## src/rtl/core/ppurt_pkg.sv

```systemverilog
`timescale 1ns / 1ps
`default_nettype none
// ============================================================================
// ppurt_pkg: shared types and constants
// Item and result payloads, register codes, address map and frame timing
// for the tile video unit register port.
// ============================================================================
package ppurt_pkg;

    // frame timing
    localparam logic [9:0] DOTS_PER_LINE   = 10'd341;
    localparam logic [9:0] LINES_PER_FRAME = 10'd262;
    localparam logic [9:0] VISIBLE_LINES   = 10'd240;

    // item kinds
    localparam logic [1:0] KIND_READ  = 2'd0;
    localparam logic [1:0] KIND_WRITE = 2'd1;
    localparam logic [1:0] KIND_TICK  = 2'd2;
    localparam logic [1:0] KIND_HIT   = 2'd3;

    // register indexes
    localparam logic [2:0] REG_CTRL     = 3'd0;
    localparam logic [2:0] REG_MASK     = 3'd1;
    localparam logic [2:0] REG_STATUS   = 3'd2;
    localparam logic [2:0] REG_OAM_ADDR = 3'd3;
    localparam logic [2:0] REG_OAM_DATA = 3'd4;
    localparam logic [2:0] REG_SCROLL   = 3'd5;
    localparam logic [2:0] REG_ADDR     = 3'd6;
    localparam logic [2:0] REG_DATA     = 3'd7;

    // video address map
    localparam logic [14:0] PATTERN_TOP  = 15'h1fff;
    localparam logic [14:0] NAME_BASE    = 15'h2000;
    localparam logic [14:0] NAME_TOP     = 15'h2fff;
    localparam logic [14:0] PALETTE_BASE = 15'h3f00;
    localparam logic [14:0] STEP_ROW     = 15'd32;
    localparam logic [14:0] STEP_COL     = 15'd1;

    // control register bits
    localparam int CTRL_INC_BIT = 2;
    localparam int CTRL_NMI_BIT = 7;

    typedef struct packed {
        logic [1:0] kind;
        logic [2:0] reg_index;
        logic [7:0] write_data;
        logic [7:0] pattern_byte;
        logic [7:0] hit_col;
        logic [7:0] hit_row;
    } t_item;

    typedef struct packed {
        logic [7:0]  read_data;
        logic [14:0] video_address;
        logic        nmi_pulse;
        logic        frame_done;
        logic [8:0]  dot_column;
        logic [8:0]  scan_line;
    } t_result;

    // result of one transaction before the memory read returns
    typedef struct packed {
        logic [7:0]  rd;
        logic        rd_from_oam;
        logic [14:0] video_address;
        logic        nmi;
        logic        done;
        logic [8:0]  col;
        logic [8:0]  line;
    } t_stage;

    // memory port requests
    typedef struct packed {
        logic        spr_we;
        logic        spr_re;
        logic [7:0]  spr_addr;
        logic        name_we;
        logic        name_re;
        logic [11:0] name_addr;
        logic        pal_we;
        logic [4:0]  pal_addr;
        logic [7:0]  wdata;
    } t_mem_req;

endpackage
`default_nettype wire

```

## src/rtl/core/ppurt_ctrl.sv

```systemverilog
`timescale 1ns / 1ps
`default_nettype none
// ============================================================================
// ppurt_ctrl: register file and dot timing
// Decodes each transaction, updates the registers and counters, and issues
// memory requests. The read buffer may live in the nametable read register.
// ============================================================================
module ppurt_ctrl
    import ppurt_pkg::*;
(
    input  wire logic  i_clk,
    input  wire logic  i_rst_n,
    input  wire logic  i_fire,
    input  wire t_item i_item,
    input  wire logic [7:0] i_name_q,
    output t_mem_req   o_req,
    output t_stage     o_stage
);

    logic [8:0]  r_col, n_col;
    logic [8:0]  r_line, n_line;
    logic        r_vblank, n_vblank;
    logic        r_hit, n_hit;
    logic        r_hit_valid, n_hit_valid;
    logic [15:0] r_hit_pos, n_hit_pos;
    logic [7:0]  r_ctrl, n_ctrl;
    logic [7:0]  r_mask, n_mask;
    logic        r_second, n_second;
    logic [7:0]  r_scroll_h, n_scroll_h;
    logic [7:0]  r_scroll_v, n_scroll_v;
    logic [7:0]  r_frame_scroll_v, n_frame_scroll_v;
    logic [14:0] r_vptr, n_vptr;
    logic [7:0]  r_rbuf, n_rbuf;
    logic        r_rbuf_in_q, n_rbuf_in_q;  // buffer value sits in nametable q
    logic [7:0]  r_oam_ptr, n_oam_ptr;

    logic [14:0] ptr_adv;
    logic [7:0]  cur_buf;
    logic [9:0]  col_inc;
    logic [9:0]  line_inc;
    logic [15:0] new_pos;
    logic        nmi;
    logic        done;
    logic [7:0]  rd;
    logic        rd_from_oam;

    assign ptr_adv = r_vptr + (r_ctrl[CTRL_INC_BIT] ? STEP_ROW : STEP_COL);
    assign cur_buf = r_rbuf_in_q ? i_name_q : r_rbuf;
    assign col_inc  = {1'b0, r_col} + 10'd1;
    assign line_inc = {1'b0, r_line} + 10'd1;
    assign new_pos  = {i_item.hit_row, i_item.hit_col};

    always_comb begin
        n_col            = r_col;
        n_line           = r_line;
        n_vblank         = r_vblank;
        n_hit            = r_hit;
        n_hit_valid      = r_hit_valid;
        n_hit_pos        = r_hit_pos;
        n_ctrl           = r_ctrl;
        n_mask           = r_mask;
        n_second         = r_second;
        n_scroll_h       = r_scroll_h;
        n_scroll_v       = r_scroll_v;
        n_frame_scroll_v = r_frame_scroll_v;
        n_vptr           = r_vptr;
        n_rbuf           = r_rbuf;
        n_rbuf_in_q      = r_rbuf_in_q;
        n_oam_ptr        = r_oam_ptr;
        nmi              = 1'b0;
        done             = 1'b0;
        rd               = 8'd0;
        rd_from_oam      = 1'b0;
        o_req            = '0;
        o_req.spr_addr   = r_oam_ptr;
        o_req.name_addr  = r_vptr[11:0];
        o_req.pal_addr   = r_vptr[4:0];
        o_req.wdata      = i_item.write_data;

        if (i_fire) begin
            unique case (i_item.kind)
                KIND_READ: begin
                    case (i_item.reg_index)
                        REG_STATUS: begin
                            rd       = {r_vblank, r_hit, 6'd0};
                            n_vblank = 1'b0;
                            n_second = 1'b0;
                        end
                        REG_OAM_DATA: begin
                            rd_from_oam  = 1'b1;
                            o_req.spr_re = 1'b1;
                        end
                        REG_DATA: begin
                            rd = cur_buf;
                            if (r_vptr <= PATTERN_TOP) begin
                                n_rbuf      = i_item.pattern_byte;
                                n_rbuf_in_q = 1'b0;
                            end else if (r_vptr <= NAME_TOP) begin
                                o_req.name_re = 1'b1;
                                n_rbuf_in_q   = 1'b1;
                            end
                            n_vptr = ptr_adv;
                        end
                        default: ;
                    endcase
                end
                KIND_WRITE: begin
                    case (i_item.reg_index)
                        REG_CTRL:     n_ctrl    = i_item.write_data;
                        REG_MASK:     n_mask    = i_item.write_data;
                        REG_OAM_ADDR: n_oam_ptr = i_item.write_data;
                        REG_OAM_DATA: begin
                            o_req.spr_we = 1'b1;
                            n_oam_ptr    = r_oam_ptr + 8'd1;
                        end
                        REG_SCROLL: begin
                            n_vptr = '0;
                            if (!r_second) begin
                                n_scroll_h = i_item.write_data;
                            end else begin
                                n_scroll_v = i_item.write_data;
                            end
                            n_second = ~r_second;
                        end
                        REG_ADDR: begin
                            n_scroll_h  = 8'd0;
                            n_scroll_v  = 8'd0;
                            n_ctrl[1:0] = 2'b00;
                            if (!r_second) begin
                                n_vptr = {i_item.write_data[6:0], 8'd0};
                            end else begin
                                n_vptr = r_vptr | {7'd0, i_item.write_data};
                            end
                            n_second = ~r_second;
                        end
                        REG_DATA: begin
                            if (r_vptr >= NAME_BASE && r_vptr <= NAME_TOP) begin
                                o_req.name_we = 1'b1;
                            end else if (r_vptr >= PALETTE_BASE) begin
                                o_req.pal_we = 1'b1;
                            end
                            n_vptr = ptr_adv;
                        end
                        default: ;
                    endcase
                end
                KIND_TICK: begin
                    if (r_hit_valid && r_col == {1'b0, r_hit_pos[7:0]}
                            && r_line == {1'b0, r_hit_pos[15:8]}) begin
                        n_hit = 1'b1;
                    end
                    n_col = col_inc[8:0];
                    if (col_inc >= DOTS_PER_LINE) begin
                        n_col  = 9'd0;
                        n_line = line_inc[8:0];
                        if (line_inc == VISIBLE_LINES) begin
                            done     = 1'b1;
                            n_vblank = 1'b1;
                            nmi      = r_ctrl[CTRL_NMI_BIT];
                        end
                        if (line_inc >= LINES_PER_FRAME) begin
                            n_line           = 9'd0;
                            n_vblank         = 1'b0;
                            n_hit            = 1'b0;
                            n_hit_valid      = 1'b0;
                            n_frame_scroll_v = r_scroll_v;
                        end
                    end
                end
                KIND_HIT: begin
                    if (!r_hit_valid || new_pos < r_hit_pos) begin
                        n_hit_pos   = new_pos;
                        n_hit_valid = 1'b1;
                    end
                end
            endcase
        end

        o_stage.rd            = rd;
        o_stage.rd_from_oam   = rd_from_oam;
        o_stage.video_address = n_vptr;
        o_stage.nmi           = nmi;
        o_stage.done          = done;
        o_stage.col           = n_col;
        o_stage.line          = n_line;
    end

    always_ff @(posedge i_clk) begin
        if (!i_rst_n) begin
            r_col            <= '0;
            r_line           <= '0;
            r_vblank         <= 1'b0;
            r_hit            <= 1'b0;
            r_hit_valid      <= 1'b0;
            r_hit_pos        <= '0;
            r_ctrl           <= '0;
            r_mask           <= '0;
            r_second         <= 1'b0;
            r_scroll_h       <= '0;
            r_scroll_v       <= '0;
            r_frame_scroll_v <= '0;
            r_vptr           <= '0;
            r_rbuf           <= '0;
            r_rbuf_in_q      <= 1'b0;
            r_oam_ptr        <= '0;
        end else begin
            r_col            <= n_col;
            r_line           <= n_line;
            r_vblank         <= n_vblank;
            r_hit            <= n_hit;
            r_hit_valid      <= n_hit_valid;
            r_hit_pos        <= n_hit_pos;
            r_ctrl           <= n_ctrl;
            r_mask           <= n_mask;
            r_second         <= n_second;
            r_scroll_h       <= n_scroll_h;
            r_scroll_v       <= n_scroll_v;
            r_frame_scroll_v <= n_frame_scroll_v;
            r_vptr           <= n_vptr;
            r_rbuf           <= n_rbuf;
            r_rbuf_in_q      <= n_rbuf_in_q;
            r_oam_ptr        <= n_oam_ptr;
        end
    end

endmodule
`default_nettype wire

```

## config.mk

```make
export PLATFORM = sky130hd
export DESIGN_NAME = ppurt_ctrl
export DESIGN_NICKNAME = d
export VERILOG_FILES = /design/src/rtl/core/ppurt_pkg.sv /design/src/rtl/core/ppurt_ctrl.sv
export SDC_FILE = /design/constraint.sdc
export NUM_CORES = 1
export LEC_CHECK = 0
export BUFFER_PORTS_ARGS = -buffer_cell sky130_fd_sc_hd__buf_2
export CAP_MARGIN = 20
export CELL_PAD_IN_SITES_DETAIL_PLACEMENT = 0
export CELL_PAD_IN_SITES_GLOBAL_PLACEMENT = 1
export CORE_MARGIN = 1.5
export CORE_UTILIZATION = 40
export DETAILED_ROUTE_END_ITERATION = 6
export GPL_TIMING_DRIVEN = 0
export PLACE_DENSITY = 0.8
export SLEW_MARGIN = 20
export SYNTH_ARGS = -nofsm -noshare
export SYNTH_HDL_FRONTEND = slang
export SYNTH_SLANG_ARGS = --single-unit
```

## constraint.sdc

```tcl
create_clock -name i_clk -period 3.3 [get_ports i_clk]
set_clock_uncertainty 0.15 [all_clocks]
set_input_delay 0.495 -clock i_clk [delete_from_list [all_inputs] [get_ports i_clk]]
set_output_delay 0.495 -clock i_clk [all_outputs]
set_load 0.01 [all_outputs]
```

==> run summary <==
IR analysis of the VDD net gives a maximum drop of 237 uV. After the first detailed-routing iteration, the DRC count stood at 467. The count of final hold-check violations came out at 0.

In the post-synthesis netlist, the biggest area contributors are sky130_fd_sc_hd__dfxtp_1 25%, sky130_fd_sc_hd__mux2i_1 7.5%, sky130_fd_sc_hd__nand2_1 5.4%, sky130_fd_sc_hd__ha_1 5.2%, sky130_fd_sc_hd__nor2_1 4.5%. The fraction of layout instances using a drive strength above 1 came out at 29.1%. The aggregate negative setup slack was 0 ps; the power density over the cells was 301 nW/um^2. The internal power of the cells totals 1.60 mW. The critical path data required time is 2650 ps, and the post-placement setup slack is -152 ps. The remaining max-slew budget at the tightest pin is 51.0%. Setup repair after global routing could not meet its margin everywhere. Of the post-synthesis cell area, the dominant cell type holds 25.1%. After layout, the design draws a total of 2.21 mW. In this run, the combinational gates consume 14.9% of the power. Per report_power, the clock group accounts for 44.1% of the total. The number of distinct library cell variants in the gate-level netlist after synthesis came out at 73. The final layout contains 987 nets.

The logs give 5750 um^2 for the area of the mapped netlist and 0 for the max-capacitance violation count. Counting along the longest clock path gives a buffer depth of 2. For the number of clock sinks seen by CTS, the log shows 72. The floorplan step set the die height to 123 um.

The routed layout has 6198 vias. In this run the number of H-tree levels came out at 3. For hold timing, the worst endpoint is r_rbuf[7]$_SDFFE_PN0P_. The number of global-route vias before repair is 5767, and the maximum fanout encountered on the critical timing path is 8. After synthesis, the share of flip-flops with an asynchronous set or reset is 0%. The logs give 640 ps for the setup slack of the most critical reg-to-reg path and 12 for the largest net degree at the start of global routing. Net switching is 27.6% of the power.

In this run the tool buffered the top-level ports with 126 buffer cells. Kind of end point of the critical path: an output port. At the later pin of the worst-skew pair, clock insertion delay measures 340 ps. The run gives 0 as the number of nets with antenna violations after routing. Final hold analysis gives a worst-case slack of 245 ps. Synthesis inferred 72 register bits. After detailed routing, the average wire length per cell comes to 17.5 um. Area growth from synthesis to layout: 27.7%.

Critical setup path kind: reg2out. The worst register-to-register path has a depth of 11. The tools report the number of max-slew violations in the final report as 0. The first global-routing pass estimated 29600 um of wire. The number of antenna diodes in the final layout is 0. In the global route stage, overall resource usage came out at 25.1%. The flow ran to the end, and the final reports show no timing, DRC or antenna violations. Sequential cells account for 41.0% of the total power.

The endpoint identified for the worst register-to-register timing path is r_hit$_SDFFE_PN0P_. The cell taking the most area after synthesis is sky130_fd_sc_hd__dfxtp_1. For this run, the detailed router's first-pass iteration total came to 5. Routed wire length: 19200 um. The average size of a mapped cell came out at 7.47 um^2. The die outline area came out at 15100 um^2.

For the count of standard-cell rows, the log shows 43. The worst setup path is launched from a flip-flop. Subtracting the final worst setup slack from the clock period gives 3260 ps.

In this run the worst hold path is classified as in2reg. The startpoint identified for the worst register-to-register timing path is r_col[1]$_SDFF_PN0_. Clock tree synthesis inserted a total of 9 buffers. The run gives 770 as the cell count after synthesis. Counting instances, the worst hold path has a depth of 3. For this design the top-level I/O count stands at 130. The tools report the register area share after synthesis as 25.1%. The run gives 306 MHz as the fmax. Source of the critical timing path: r_col[1]$_SDFF_PN0_. The tools report the standby leakage power as 3.03 nW. Most instantiated library cell after synthesis: sky130_fd_sc_hd__nand2_1.

The number of warning messages in the yosys log was 0. TritonCTS built the clock tree. In the routed design, unresolved DRC markers number 0. Number of antenna violations at the first check in global routing: 0.

The floorplan step set the die width to 123 um. Ranked by instance count, the synthesized netlist is headed by 83 x sky130_fd_sc_hd__nand2_1, 72 x sky130_fd_sc_hd__dfxtp_1, 69 x sky130_fd_sc_hd__nor2_1. CTS placed an instance of sky130_fd_sc_hd__clkbuf_16 at the clock tree root. After clock tree synthesis, the clock-pin slew on the worst setup and hold paths is 60 ps. In this run the power spent charging and discharging nets is 0.610 mW. The final period utilization was 98.9%. In the routed layout, each cell is associated on average with a via count of 5.64.

Data arrives at the worst endpoint at 2620 ps. Detailed placement ended at an HPWL of 13900 um. The final estimated routing congestion in global placement was 0.878; the least setup slack across all paths after layout was 36.0 ps. The number of synthesized flops with an enable pin is 0. The initial utilization of the core area, before any placement, comes to 41.3%. In the synthesized netlist the dominant register cell turns out to be sky130_fd_sc_hd__dfxtp_1. The overall overflow remaining after global route was 0. At the pin with the least slew margin, the transition time is 735 ps. In this run the standard cell core region covers 13900 um^2. The critical hold path startpoint was i_item[23]. The setup violation total in the final timing report is 0, and the total nets after synthesis is 842.
==> metal layers <==
layer	global-route usage [%]	share of wire (%)	up-vias
li1	-	-	3036
met1	32.6	43	2881
met2	41.3	48	247
met3	4.34	6.9	34
met4	10.1	2.7	0
met5	0	0	-
==> critical path, stage by stage, from the launching register on <==
cell and delay [ps]:
sky130_fd_sc_hd__dfxtp_4 390, sky130_fd_sc_hd__ha_4 180, sky130_fd_sc_hd__nand2_4 60, sky130_fd_sc_hd__and3_4 180, sky130_fd_sc_hd__a311oi_4 350, sky130_fd_sc_hd__a211oi_4 160
sky130_fd_sc_hd__o21ai_4 380, sky130_fd_sc_hd__buf_8 210, sky130_fd_sc_hd__buf_6 110, sky130_fd_sc_hd__nand2_2 40, sky130_fd_sc_hd__o21ai_1 70, sky130_fd_sc_hd__buf_2 150
==> power by group through the flow <==
stage / sequential, mW / clock, mW / combinational (mW)
floorplan: 0.920 / 0 / 0.204
global placement: 0.925 / 0 / 0.324
detailed placement: 0.925 / 0 / 0.324
CTS: 0.905 / 0.988 / 0.326
global route: 0.907 / 1.01 / 0.368
finish: 0.905 / 0.972 / 0.330
==> sequential cells by signal, indices dropped and copies added (netlist names) <==
signal	count
r_second	1
r_oam_ptr	8
r_ctrl	2
r_hit	1
r_col	9
r_line	9
r_vblank	1
r_rbuf	8
r_rbuf_in_q	1
r_hit_valid	1
r_vptr	15
r_hit_pos	16
==> final cells by class <==
class	instances	area, um^2
sequential	72	1460
multi-input combinational	579	4040
inverter	37	139
clock inverter	3	43.8
tap	180	225
clock buffer	12	236
timing repair buffer	138	759
fill	1442	6600
buffer	78	443
==> through the flow <==
stage	util [%]	area, um^2	std cells
after detailed placement	47.4	6610	1076
final	52.7	7340	1099
after global placement	47.4	6610	1076
after CTS	50.5	7030	1096
after global routing	52.7	7340	1099
after floorplan	-	5750	770
==> cell usage in the layout (no fill, tap or decap), drive strengths merged, types with 4 or more instances in the layout <==
cell    netlist  routed
xnor2        20      20
and3          9       9
dfxtp        72      72
a21o          7       7
buf          43     180
ha           24      24
or4           5       5
and4          7       7
clkbuf       40      48
xor2          7       7
nor2         70      71
o31ai        10      10
nor2b         9       9
and2         18      18
a21oi        48      48
nor4          4       4
nand2        84      84
nor3         21      21
a31oi        12      12
a31o          4       4
o211ai        4       4
o32ai        10      10
a22oi         8       8
mux2i        43      43
inv          37      37
nand4         9       9
or3           6       6
a222oi        4       4
nor3b         4       4
o22ai        10      10
nand2b        6       6
nand3        32      32
o21ai        41      41
==> worst max-delay path by stage <==
stage                  to  slack, ps  cells past startpoint
2_1_floorplan  o_stage[2]        390                      9
3_3_place_gp   o_stage[5]       -160                     10
3_5_place_dp   o_stage[8]       -150                     10
4_1_cts        o_stage[7]         10                      9
5_1_grt        o_stage[8]        -70                     10
6_report       o_stage[0]         40                     11
==> timing repair <==
| action | 4_1_cts | 5_1_grt |
|---|---|---|
| setup buffers | 4 | 8 |
| pin swaps | 4 | 12 |
| endpoints found under the setup margin | 26 | 38 |
| cloned | 1 | 0 |
| hold buffers | 0 | 0 |
| gates resized for setup | 29 | 59 |
==> cell families (layout without fill, tap and decap cells) <==
logic type	Yosys count	count (layout)	synth area share (%)
AO/OA/AOI/OAI	189	189	22.1
XOR/XNOR	27	27	4.11
multiplexers	45	45	7.94
flip-flops	72	72	25.1
adder cells (fa/ha/maj)	25	25	5.40
AND/OR/NAND/NOR	292	293	25.1
buffers and inverters	120	268	10.3
Note: power is estimated with default switching activity, not from simulation.
